==> src/skbh_pkg.sv <==
package skbh_pkg;

  localparam int unsigned KeyLenW = 9;
  localparam int unsigned MaxKeyLenDefault = 256;
  localparam logic [15:0] TableSizeReset = 16'd64;
  localparam int unsigned QueueDepth = 4;
  localparam int unsigned QueueAw = $clog2(QueueDepth);

  typedef enum logic [1:0] {
    KindSingle,
    KindMid,
    KindLast
  } skbh_kind_e;

  // one queued word from the front to the back
  typedef struct packed {
    skbh_kind_e         kind;
    logic signed [7:0]  byte_val;
    logic [KeyLenW-1:0] pos;
    logic [KeyLenW-1:0] len;
    logic signed [7:0]  nbr;
  } skbh_entry_t;

  // finished hash or raw byte handed to the modulo unit
  typedef struct packed {
    logic        raw;
    logic [31:0] value;
  } skbh_res_t;

  // magnitude mod 3 by folding 2-bit digits, since 4 is 1 mod 3
  function automatic logic is_mult3(logic [7:0] mag);
    logic [3:0] s1;
    logic [2:0] s2;
    s1 = 4'(mag[1:0]) + 4'(mag[3:2]) + 4'(mag[5:4]) + 4'(mag[7:6]);
    s2 = 3'(s1[1:0]) + 3'(s1[3:2]);
    return (s2 == 3'd0) || (s2 == 3'd3) || (s2 == 3'd6);
  endfunction

endpackage

==> src/skbh_fifo.sv <==
module skbh_fifo (
  input  logic                 clk_i,
  input  logic                 rst_ni,
  input  logic                 push_i,
  input  skbh_pkg::skbh_entry_t data_i,
  input  logic                 pop_i,
  output skbh_pkg::skbh_entry_t data_o,
  output logic                 full_o,
  output logic                 empty_o
);
  import skbh_pkg::*;

  logic [QueueAw:0] wr_q, wr_d, rd_q, rd_d;
  skbh_entry_t      mem_q [QueueDepth];

  assign full_o  = (wr_q[QueueAw] != rd_q[QueueAw]) &&
                   (wr_q[QueueAw-1:0] == rd_q[QueueAw-1:0]);
  assign empty_o = (wr_q == rd_q);
  assign data_o  = mem_q[rd_q[QueueAw-1:0]];

  always_comb begin
    wr_d = wr_q;
    rd_d = rd_q;
    if (push_i) begin
      wr_d = wr_q + 1'b1;
    end
    if (pop_i) begin
      rd_d = rd_q + 1'b1;
    end
  end

  always_ff @(posedge clk_i or negedge rst_ni) begin
    if (!rst_ni) begin
      wr_q <= '0;
      rd_q <= '0;
    end else begin
      wr_q <= wr_d;
      rd_q <= rd_d;
    end
  end

  always_ff @(posedge clk_i) begin
    if (push_i) begin
      mem_q[wr_q[QueueAw-1:0]] <= data_i;
    end
  end

`ifndef SYNTHESIS
  a_no_push_full: assert property (@(posedge clk_i) disable iff (!rst_ni)
    push_i |-> !full_o) else $error("push into full queue");
  a_no_pop_empty: assert property (@(posedge clk_i) disable iff (!rst_ni)
    pop_i |-> !empty_o) else $error("pop from empty queue");
`endif

endmodule

==> src/skbh_front.sv <==
module skbh_front #(
  parameter int unsigned MAX_KEY_LEN = skbh_pkg::MaxKeyLenDefault
) (
  input  logic                          clk_i,
  input  logic                          rst_ni,
  input  logic                          in_valid_i,
  output logic                          in_ready_o,
  input  logic signed [7:0]             byte_value_i,
  input  logic [skbh_pkg::KeyLenW-1:0]  key_length_i,
  input  logic                          full_i,
  output logic                          push_o,
  output skbh_pkg::skbh_entry_t         entry_o
);
  import skbh_pkg::*;

  localparam int unsigned LenFieldMax = (1 << KeyLenW) - 1;
  localparam int unsigned LenCapInt = (MAX_KEY_LEN > LenFieldMax) ? LenFieldMax : MAX_KEY_LEN;
  localparam logic [KeyLenW-1:0] LenCap = KeyLenW'(LenCapInt);

  logic [KeyLenW-1:0] pos_q, pos_d, len_q, len_d, len_clamp, pos_inc;
  logic signed [7:0]  prev_q, prev_d;

  assign in_ready_o = !full_i;

  always_comb begin
    len_clamp = (key_length_i > LenCap) ? LenCap : key_length_i;
    pos_inc   = pos_q + KeyLenW'(1);
    pos_d     = pos_q;
    len_d     = len_q;
    prev_d    = prev_q;
    push_o    = 1'b0;
    entry_o.byte_val = byte_value_i;
    entry_o.pos      = pos_q;
    entry_o.len      = len_q;
    entry_o.nbr      = (pos_q == KeyLenW'(1)) ? byte_value_i : prev_q;
    entry_o.kind     = (pos_inc == len_q) ? KindLast : KindMid;
    if (in_valid_i && !full_i) begin
      if (pos_q == '0) begin
        // first byte: latch length, ignore zero-length keys
        if (key_length_i != '0) begin
          len_d  = len_clamp;
          prev_d = byte_value_i;
          if (len_clamp == KeyLenW'(1)) begin
            push_o       = 1'b1;
            entry_o.kind = KindSingle;
          end else begin
            pos_d = KeyLenW'(1);
          end
        end
      end else begin
        push_o = 1'b1;
        prev_d = byte_value_i;
        pos_d  = (pos_inc == len_q) ? '0 : pos_inc;
      end
    end
  end

  always_ff @(posedge clk_i or negedge rst_ni) begin
    if (!rst_ni) begin
      pos_q  <= '0;
      len_q  <= '0;
      prev_q <= '0;
    end else begin
      pos_q  <= pos_d;
      len_q  <= len_d;
      prev_q <= prev_d;
    end
  end

endmodule

==> src/skbh_mac.sv <==
module skbh_mac (
  input  logic                  clk_i,
  input  logic                  rst_ni,
  input  skbh_pkg::skbh_entry_t entry_i,
  input  logic                  empty_i,
  output logic                  pop_o,
  output logic                  res_valid_o,
  input  logic                  res_ready_i,
  output skbh_pkg::skbh_res_t   res_o
);
  import skbh_pkg::*;

  localparam logic StFetch = 1'b0;
  localparam logic StMul   = 1'b1;

  logic        state_q, state_d;
  logic [31:0] acc_q, acc_d;
  logic [31:0] sum_q, sum_d, fac_q, fac_d;
  logic        last_q, last_d;
  logic        load;
  logic [31:0] p32, q32, i32, l32, t32, prod;
  logic [7:0]  mag;

  assign prod = sum_q * fac_q;

  always_comb begin
    p32 = {{24{entry_i.byte_val[7]}}, entry_i.byte_val};
    q32 = {{24{entry_i.nbr[7]}}, entry_i.nbr};
    i32 = 32'(entry_i.pos);
    l32 = 32'(entry_i.len);
    mag = entry_i.byte_val[7] ? (8'd0 - entry_i.byte_val) : entry_i.byte_val;
    t32 = !is_mult3(mag) ? (p32 << entry_i.pos[4:0]) : (p32 ^ ~i32);
    sum_d  = acc_q + p32 + ~t32;
    fac_d  = (p32 ^ i32) + (l32 | (i32 + l32 - q32));
    last_d = (entry_i.kind == KindLast);
  end

  always_comb begin
    state_d     = state_q;
    acc_d       = acc_q;
    pop_o       = 1'b0;
    load        = 1'b0;
    res_valid_o = 1'b0;
    res_o.raw   = 1'b0;
    res_o.value = prod;
    case (state_q)
      StFetch: begin
        if (!empty_i) begin
          if (entry_i.kind == KindSingle) begin
            res_valid_o = 1'b1;
            res_o.raw   = 1'b1;
            res_o.value = {24'd0, entry_i.byte_val};
            pop_o       = res_ready_i;
          end else begin
            pop_o   = 1'b1;
            load    = 1'b1;
            state_d = StMul;
          end
        end
      end
      StMul: begin
        if (!last_q) begin
          acc_d   = prod;
          state_d = StFetch;
        end else begin
          res_valid_o = 1'b1;
          if (res_ready_i) begin
            acc_d   = '0;
            state_d = StFetch;
          end
        end
      end
      default: state_d = StFetch;
    endcase
  end

  always_ff @(posedge clk_i or negedge rst_ni) begin
    if (!rst_ni) begin
      state_q <= StFetch;
      acc_q   <= '0;
    end else begin
      state_q <= state_d;
      acc_q   <= acc_d;
    end
  end

  always_ff @(posedge clk_i) begin
    if (load) begin
      sum_q  <= sum_d;
      fac_q  <= fac_d;
      last_q <= last_d;
    end
  end

endmodule

==> src/skbh_mod.sv <==
module skbh_mod (
  input  logic                clk_i,
  input  logic                rst_ni,
  input  logic                res_valid_i,
  output logic                res_ready_o,
  input  skbh_pkg::skbh_res_t res_i,
  input  logic [15:0]         table_size_i,
  output logic                out_valid_o,
  input  logic                out_ready_i,
  output logic [15:0]         bucket_index_o
);
  import skbh_pkg::*;

  logic        busy_q, busy_d, fin_q, fin_d, raw_q, raw_d;
  logic [4:0]  cnt_q, cnt_d;
  logic [31:0] num_q, num_d;
  logic [15:0] rem_q, rem_d, dvs_q, dvs_d;
  logic        out_valid_q, out_valid_d;
  logic [15:0] out_data_q, out_data_d;
  logic [16:0] rem_sh;
  logic        ge, out_load;
  logic [15:0] rem_nx, result;

  assign res_ready_o    = !busy_q;
  assign out_valid_o    = out_valid_q;
  assign bucket_index_o = out_data_q;

  always_comb begin
    rem_sh   = {rem_q, num_q[31]};
    ge       = (rem_sh >= {1'b0, dvs_q});
    rem_nx   = ge ? 16'(rem_sh - {1'b0, dvs_q}) : rem_sh[15:0];
    out_load = busy_q && fin_q && (!out_valid_q || out_ready_i);
    result   = raw_q ? num_q[15:0] : ((dvs_q == '0) ? '0 : rem_q);

    busy_d = busy_q;
    fin_d  = fin_q;
    raw_d  = raw_q;
    cnt_d  = cnt_q;
    num_d  = num_q;
    rem_d  = rem_q;
    dvs_d  = dvs_q;
    if (res_valid_i && !busy_q) begin
      busy_d = 1'b1;
      fin_d  = res_i.raw;
      raw_d  = res_i.raw;
      cnt_d  = '0;
      num_d  = res_i.value;
      rem_d  = '0;
      dvs_d  = table_size_i;
    end else if (busy_q && !fin_q) begin
      // restoring division, one quotient bit per cycle
      num_d = {num_q[30:0], 1'b0};
      rem_d = rem_nx;
      cnt_d = cnt_q + 5'd1;
      fin_d = &cnt_q;
    end else if (out_load) begin
      busy_d = 1'b0;
    end

    out_valid_d = out_valid_q;
    out_data_d  = out_data_q;
    if (out_load) begin
      out_valid_d = 1'b1;
      out_data_d  = result;
    end else if (out_ready_i) begin
      out_valid_d = 1'b0;
    end
  end

  always_ff @(posedge clk_i or negedge rst_ni) begin
    if (!rst_ni) begin
      busy_q      <= 1'b0;
      fin_q       <= 1'b0;
      cnt_q       <= '0;
      out_valid_q <= 1'b0;
    end else begin
      busy_q      <= busy_d;
      fin_q       <= fin_d;
      cnt_q       <= cnt_d;
      out_valid_q <= out_valid_d;
    end
  end

  always_ff @(posedge clk_i) begin
    raw_q      <= raw_d;
    num_q      <= num_d;
    rem_q      <= rem_d;
    dvs_q      <= dvs_d;
    out_data_q <= out_data_d;
  end

`ifndef SYNTHESIS
  a_div_holds: assert property (@(posedge clk_i) disable iff (!rst_ni)
    busy_q && !fin_q |=> busy_q) else $error("division dropped");
  a_rem_range: assert property (@(posedge clk_i) disable iff (!rst_ni)
    out_load && !raw_q && (dvs_q != '0) |=> out_data_q < $past(dvs_q))
    else $error("remainder not below divisor");
  a_raw_byte: assert property (@(posedge clk_i) disable iff (!rst_ni)
    out_load && raw_q |=> out_data_q[15:8] == 8'd0) else $error("raw byte too wide");
`endif

endmodule

==> src/string_key_bucket_hash_top.sv <==
// string key bucket hash
//
// input channel: in_valid_i/in_ready_o carry one key byte per word with the
// key length, which is read only on the first byte of a key. a zero length
// first byte is dropped. keys longer than MAX_KEY_LEN are cut to it.
// output channel: out_valid_o/out_ready_i carry one bucket index per key.
// config channel: cfg_valid_i/cfg_ready_o writes the table size, always ready.
//
// flow: the multiply-accumulate back end takes each byte after the first
// through its fetch and multiply states; the front keeps the first byte of a
// longer key in a register instead of queueing it, and a one-byte key leaves
// the back end as a raw byte. the final modulo is a 32-step restoring divider
// that raw bytes skip; the next key streams through the queue and accumulator
// meanwhile, and the divider takes a new key once the previous index is loaded.
// reset: table size returns to 64, queue and accumulator clear, no sweep.
// a stalled receiver holds the output word, then the divider, then the
// accumulator; the byte queue fills and in_ready_o drops.
module string_key_bucket_hash_top #(
  parameter int unsigned MAX_KEY_LEN = skbh_pkg::MaxKeyLenDefault
) (
  input  logic                         clk_i,
  input  logic                         rst_ni,
  input  logic                         in_valid_i,
  output logic                         in_ready_o,
  input  logic signed [7:0]            byte_value_i,
  input  logic [skbh_pkg::KeyLenW-1:0] key_length_i,
  output logic                         out_valid_o,
  input  logic                         out_ready_i,
  output logic [15:0]                  bucket_index_o,
  input  logic                         cfg_valid_i,
  output logic                         cfg_ready_o,
  input  logic [15:0]                  cfg_table_size_i
);
  import skbh_pkg::*;

  logic [15:0] table_size_q, table_size_d;
  skbh_entry_t push_entry, head_entry;
  skbh_res_t   res;
  logic        push, pop, full, empty, res_valid, res_ready;

  assign cfg_ready_o = 1'b1;

  always_comb begin
    table_size_d = table_size_q;
    if (cfg_valid_i) begin
      table_size_d = cfg_table_size_i;
    end
  end

  always_ff @(posedge clk_i or negedge rst_ni) begin
    if (!rst_ni) begin
      table_size_q <= TableSizeReset;
    end else begin
      table_size_q <= table_size_d;
    end
  end

  skbh_front #(
    .MAX_KEY_LEN(MAX_KEY_LEN)
  ) u_front (
    .clk_i        (clk_i),
    .rst_ni       (rst_ni),
    .in_valid_i   (in_valid_i),
    .in_ready_o   (in_ready_o),
    .byte_value_i (byte_value_i),
    .key_length_i (key_length_i),
    .full_i       (full),
    .push_o       (push),
    .entry_o      (push_entry)
  );

  skbh_fifo u_fifo (
    .clk_i   (clk_i),
    .rst_ni  (rst_ni),
    .push_i  (push),
    .data_i  (push_entry),
    .pop_i   (pop),
    .data_o  (head_entry),
    .full_o  (full),
    .empty_o (empty)
  );

  skbh_mac u_mac (
    .clk_i       (clk_i),
    .rst_ni      (rst_ni),
    .entry_i     (head_entry),
    .empty_i     (empty),
    .pop_o       (pop),
    .res_valid_o (res_valid),
    .res_ready_i (res_ready),
    .res_o       (res)
  );

  skbh_mod u_mod (
    .clk_i          (clk_i),
    .rst_ni         (rst_ni),
    .res_valid_i    (res_valid),
    .res_ready_o    (res_ready),
    .res_i          (res),
    .table_size_i   (table_size_q),
    .out_valid_o    (out_valid_o),
    .out_ready_i    (out_ready_i),
    .bucket_index_o (bucket_index_o)
  );

endmodule
==> config.mk <==
export PLATFORM = sky130hd
export DESIGN_NAME = string_key_bucket_hash_top
export DESIGN_NICKNAME = d
export VERILOG_FILES = /design/src/skbh_pkg.sv /design/src/skbh_fifo.sv /design/src/skbh_front.sv /design/src/skbh_mac.sv /design/src/skbh_mod.sv /design/src/string_key_bucket_hash_top.sv
export SDC_FILE = /design/constraint.sdc
export NUM_CORES = 2
export LEC_CHECK = 0
export BUFFER_PORTS_ARGS = -buffer_cell sky130_fd_sc_hd__buf_2
export CAP_MARGIN = 20
export CELL_PAD_IN_SITES_DETAIL_PLACEMENT = 1
export CELL_PAD_IN_SITES_GLOBAL_PLACEMENT = 2
export CORE_ASPECT_RATIO = 0.9
export CORE_UTILIZATION = 48
export DETAILED_ROUTE_END_ITERATION = 16
export PLACE_DENSITY = 0.89
export SLEW_MARGIN = 20
export SYNTH_ARGS = -nofsm -noshare
export SYNTH_HDL_FRONTEND = slang
export SYNTH_SLANG_ARGS = --single-unit
==> constraint.sdc <==
create_clock -name clk_i -period 19.7 [get_ports clk_i]
set_input_delay 0.985 -clock clk_i [delete_from_list [all_inputs] [get_ports clk_i]]
set_output_delay 0.985 -clock clk_i [all_outputs]
set_load 0.05 [all_outputs]
==> impl_metrics.tcl <==
set metrics [dict create \
    post_cts_buffers 0 \
    dpl.hpwl_mm 77.8 \
    hold_viol_final 0 \
    status "finished, final reports clean" \
    ys_ff_latch 379 \
    rr_startpoint "u_fifo.rd_q[0]" \
    yosysSeqAreaShare_pct 29.3 \
    avgSynthCellArea_sq_um 10.5 \
    syn-cell-area_sq_um 36800 \
    cp-end-kind "register" \
    final_antenna_net_count 0 \
    slew_viol_final 0 \
    start_util_pct 48.8 \
    cts_tree "built" \
    cpLargestDelayFamily "adder cells" \
    cts_buffer_depth 3 \
    period_needed_ps 10910 \
    rsz0062_at_grt "no" \
    hp-class "primary input to asynchronous set/reset pin" \
    clock_sinks 379 \
    vias 25300 \
    antenna_cells 0 \
    yosysWarnings 0 \
    path_clk_slew_ps 60 \
    drt_pass1_iterations 5 \
    fin_tns_setup_ps 0 \
    skew_ps 32.6 \
    drive_gt1_share_pct 7.97 \
    first_iter_violations 1258 \
    die_h_microns 265 \
    timing.fmax_mhz 91.6 \
    synthFlopType "edfxtp_1" \
    critPathMaxFanout 24 \
    async_reset_ff_share_pct 23.5 \
    grt_pass1_vias 29100 \
    r2r_end "u_mac.sum_q[31]" \
    area_delta_synth_final_pct 7.39 \
    finalWirelength_mm 102 \
    critPathKind "register to register" \
    viasPerCell 5.57 \
    clock_latency_ps 590 \
    post_drt_wl_per_cell_microns 22.5 \
    synthCells 3484 \
    core_area_sq_um 75200 \
    setup_viol_count_final 0 \
    antenna_found_initial 0 \
    crit_buf_inv 8 \
    grt_max_degree 67 \
    grt_pass1_wl_mm 164 \
    hold_buffers 0 \
    slowest_stage "dfrtp_2" \
    critPathRequiredTime_ps 20010 \
    synth_nets 4211 \
    cts_resized 0 \
    rr_worst_depth 37 \
    gp_congestion 0.884 \
    cpPeakStageDelay_ps 710 \
    yosys.cell_types.count 87 \
    crit_start "u_fifo.rd_q[0]" \
    nNetsFinal 4205 \
    root_buffer "clkbuf_16" \
    fin_crit_sh_pct 55.4 \
    drc_errors 0 \
    startpoint_type "register" \
    crit_top_cell "inv_1" \
    crit_end "u_mac.sum_q[31]" \
    synth_edf_count 274 \
    slew-limit-headroom_pct 20.7 \
    cts_buffers 42 \
    cap_violations 0 \
    rows 95 \
    die_area_sq_um 77700 \
    portBuffers 55 \
    grt_overflow 0 \
    die_w_microns 294 \
    grt_usage_pct 27.2 \
    ctsHtreeMaxLevel 2 \
    cp_num_cells 37 \
    worst_pin_slew_ps 1190 \
    ioPinCount 57 \
    r2r_slack_ps 8790 \
    critical_path_arrival_ps 11220 \
]
worst min-delay path by stage:
| stage | startpoint | end | slack [ps] | cells after the start |
|---|---|---|---|---|
| after CTS | rst_ni | u_front.pos_q[2] | 320 | 1 |
| after floorplan | table_size_q[0] | u_mod.dvs_q[0] | 420 | 0 |
| after global routing | rst_ni | u_front.pos_q[5] | 340 | 1 |
| after detailed placement | table_size_q[12] | u_mod.dvs_q[12] | 440 | 0 |
| after global placement | table_size_q[4] | u_mod.dvs_q[4] | 430 | 0 |
| final | rst_ni | u_front.pos_q[2] | 320 | 1 |
logic make-up (layout without fill, tap and decap cells):
family          after synthesis  after routing  share of synthesized area, %
xor+xnor                    202            202                          4.81
other cells                   1              1                        0.0102
fa+ha+maj                   689            689                          32.6
flops                       379            379                          29.3
simple gates                912            912                          12.5
buf+inv                     687            715                          7.16
mux                         100            100                          4.06
compound gates              514            514                          9.46
routing by layer:
metal  wire length [microns]  track usage, %  vias up
li1                        -               -    11300
met1                   43800            34.8    13300
met2                   52700            49.3      455
met3                    3230            2.47      139
met4                    2300            6.64        0
met5                       0               0        -
per-stage QoR:
step                setup slack (ps)  hold WS [ps]  area [sq um]  utilization, %  instances
global route                    8090           339         39500            52.5       4530
global placement                9070           428         38000            50.5       4452
detailed placement              8810           439         38000            50.5       4452
CTS                             8760           316         39500            52.5       4530
floorplan                      10360           421         36800               -       3484
finish                          8790           322         39500            52.5       4530
cell usage after synthesis, drive strengths merged, types with 41 or more instances:
library cell / count / share of area, %
xor2: 60 / 1.4
and2: 328 / 5.6
edfxtp: 274 / 22
a21oi: 127 / 1.8
dfrtp: 88 / 6.0
fa: 449 / 24
mux2: 41 / 1.3
nor2: 92 / 0.96
a22o: 56 / 1.3
inv: 540 / 5.5
a21o: 62 / 1.3
xnor2: 142 / 3.4
o21ai: 125 / 1.8
ha: 240 / 8.2
clkbuf: 113 / 1.2
nand2: 334 / 3.4
worst reg2reg max path, delay by kind of cell, from the launching register on:
family	cells	cell delay (ps)
AOI/OAI and AO/OA	10	3040
xor gates and xnor gates	3	460
adders and majority gates	11	3460
buffers and inverters	8	1090
DFF	1	710
muxes	1	670
and+or+nand+nor	4	1200
flip-flops by register name, indices dropped and copies added (netlist names):
register	flops
u_fifo.mem_q	144
u_mac.acc_q	32
u_mac.fac_q	32
u_mac.sum_q	32
u_mod.num_q	32
table_size_q	16
u_mod.bucket_index_o	16
u_mod.dvs_q	16
u_mod.rem_q	16
u_front.len_q	9
u_front.pos_q	9
u_front.prev_q	8
u_mod.cnt_q	5
u_fifo.rd_q	3
u_fifo.wr_q	3
u_mac.last_q	1
u_mac.state_q	1
u_mod.busy_q	1
u_mod.fin_q	1
u_mod.out_valid_o	1
u_mod.raw_q	1
final cells by class:
| cell class | count | area [sq um] |
|---|---|---|
| clock inverters | 29 | 352 |
| inverters | 541 | 2030 |
| well taps | 1018 | 1270 |
| repair buffers | 96 | 586 |
| clock buffers | 49 | 1100 |
| multi-input cells | 2418 | 23400 |
| flip-flops and latches | 379 | 10800 |
| fillers | 8136 | 35800 |
cell usage in the layout (no fill, tap or decap), types with 8 or more instances in the layout:
cell type,n
and2_1,328
xor2_1,60
xnor2_1,142
edfxtp_1,274
dfrtp_1,87
o21ai_0,66
o31ai_1,10
and3_1,11
o21a_1,22
inv_1,535
o21bai_1,23
a211oi_1,10
mux4_2,35
nor3_1,16
a21oi_1,122
nor2b_1,22
a22o_1,56
or3_1,8
o21ai_1,54
nor2_1,90
or2_2,8
mux2i_1,24
mux2_2,39
clkbuf_16,42
buf_4,42
nand4_1,8
nor4_1,9
nand3_1,32
ha_1,240
nand2b_1,32
buf_2,54
nand2_1,333
fa_1,449
dfxtp_1,16
a21o_1,62
Power is left out: the tool's default activity adds up to more than one toggle a clock period on the data nets, which glitch-free logic cannot reach.
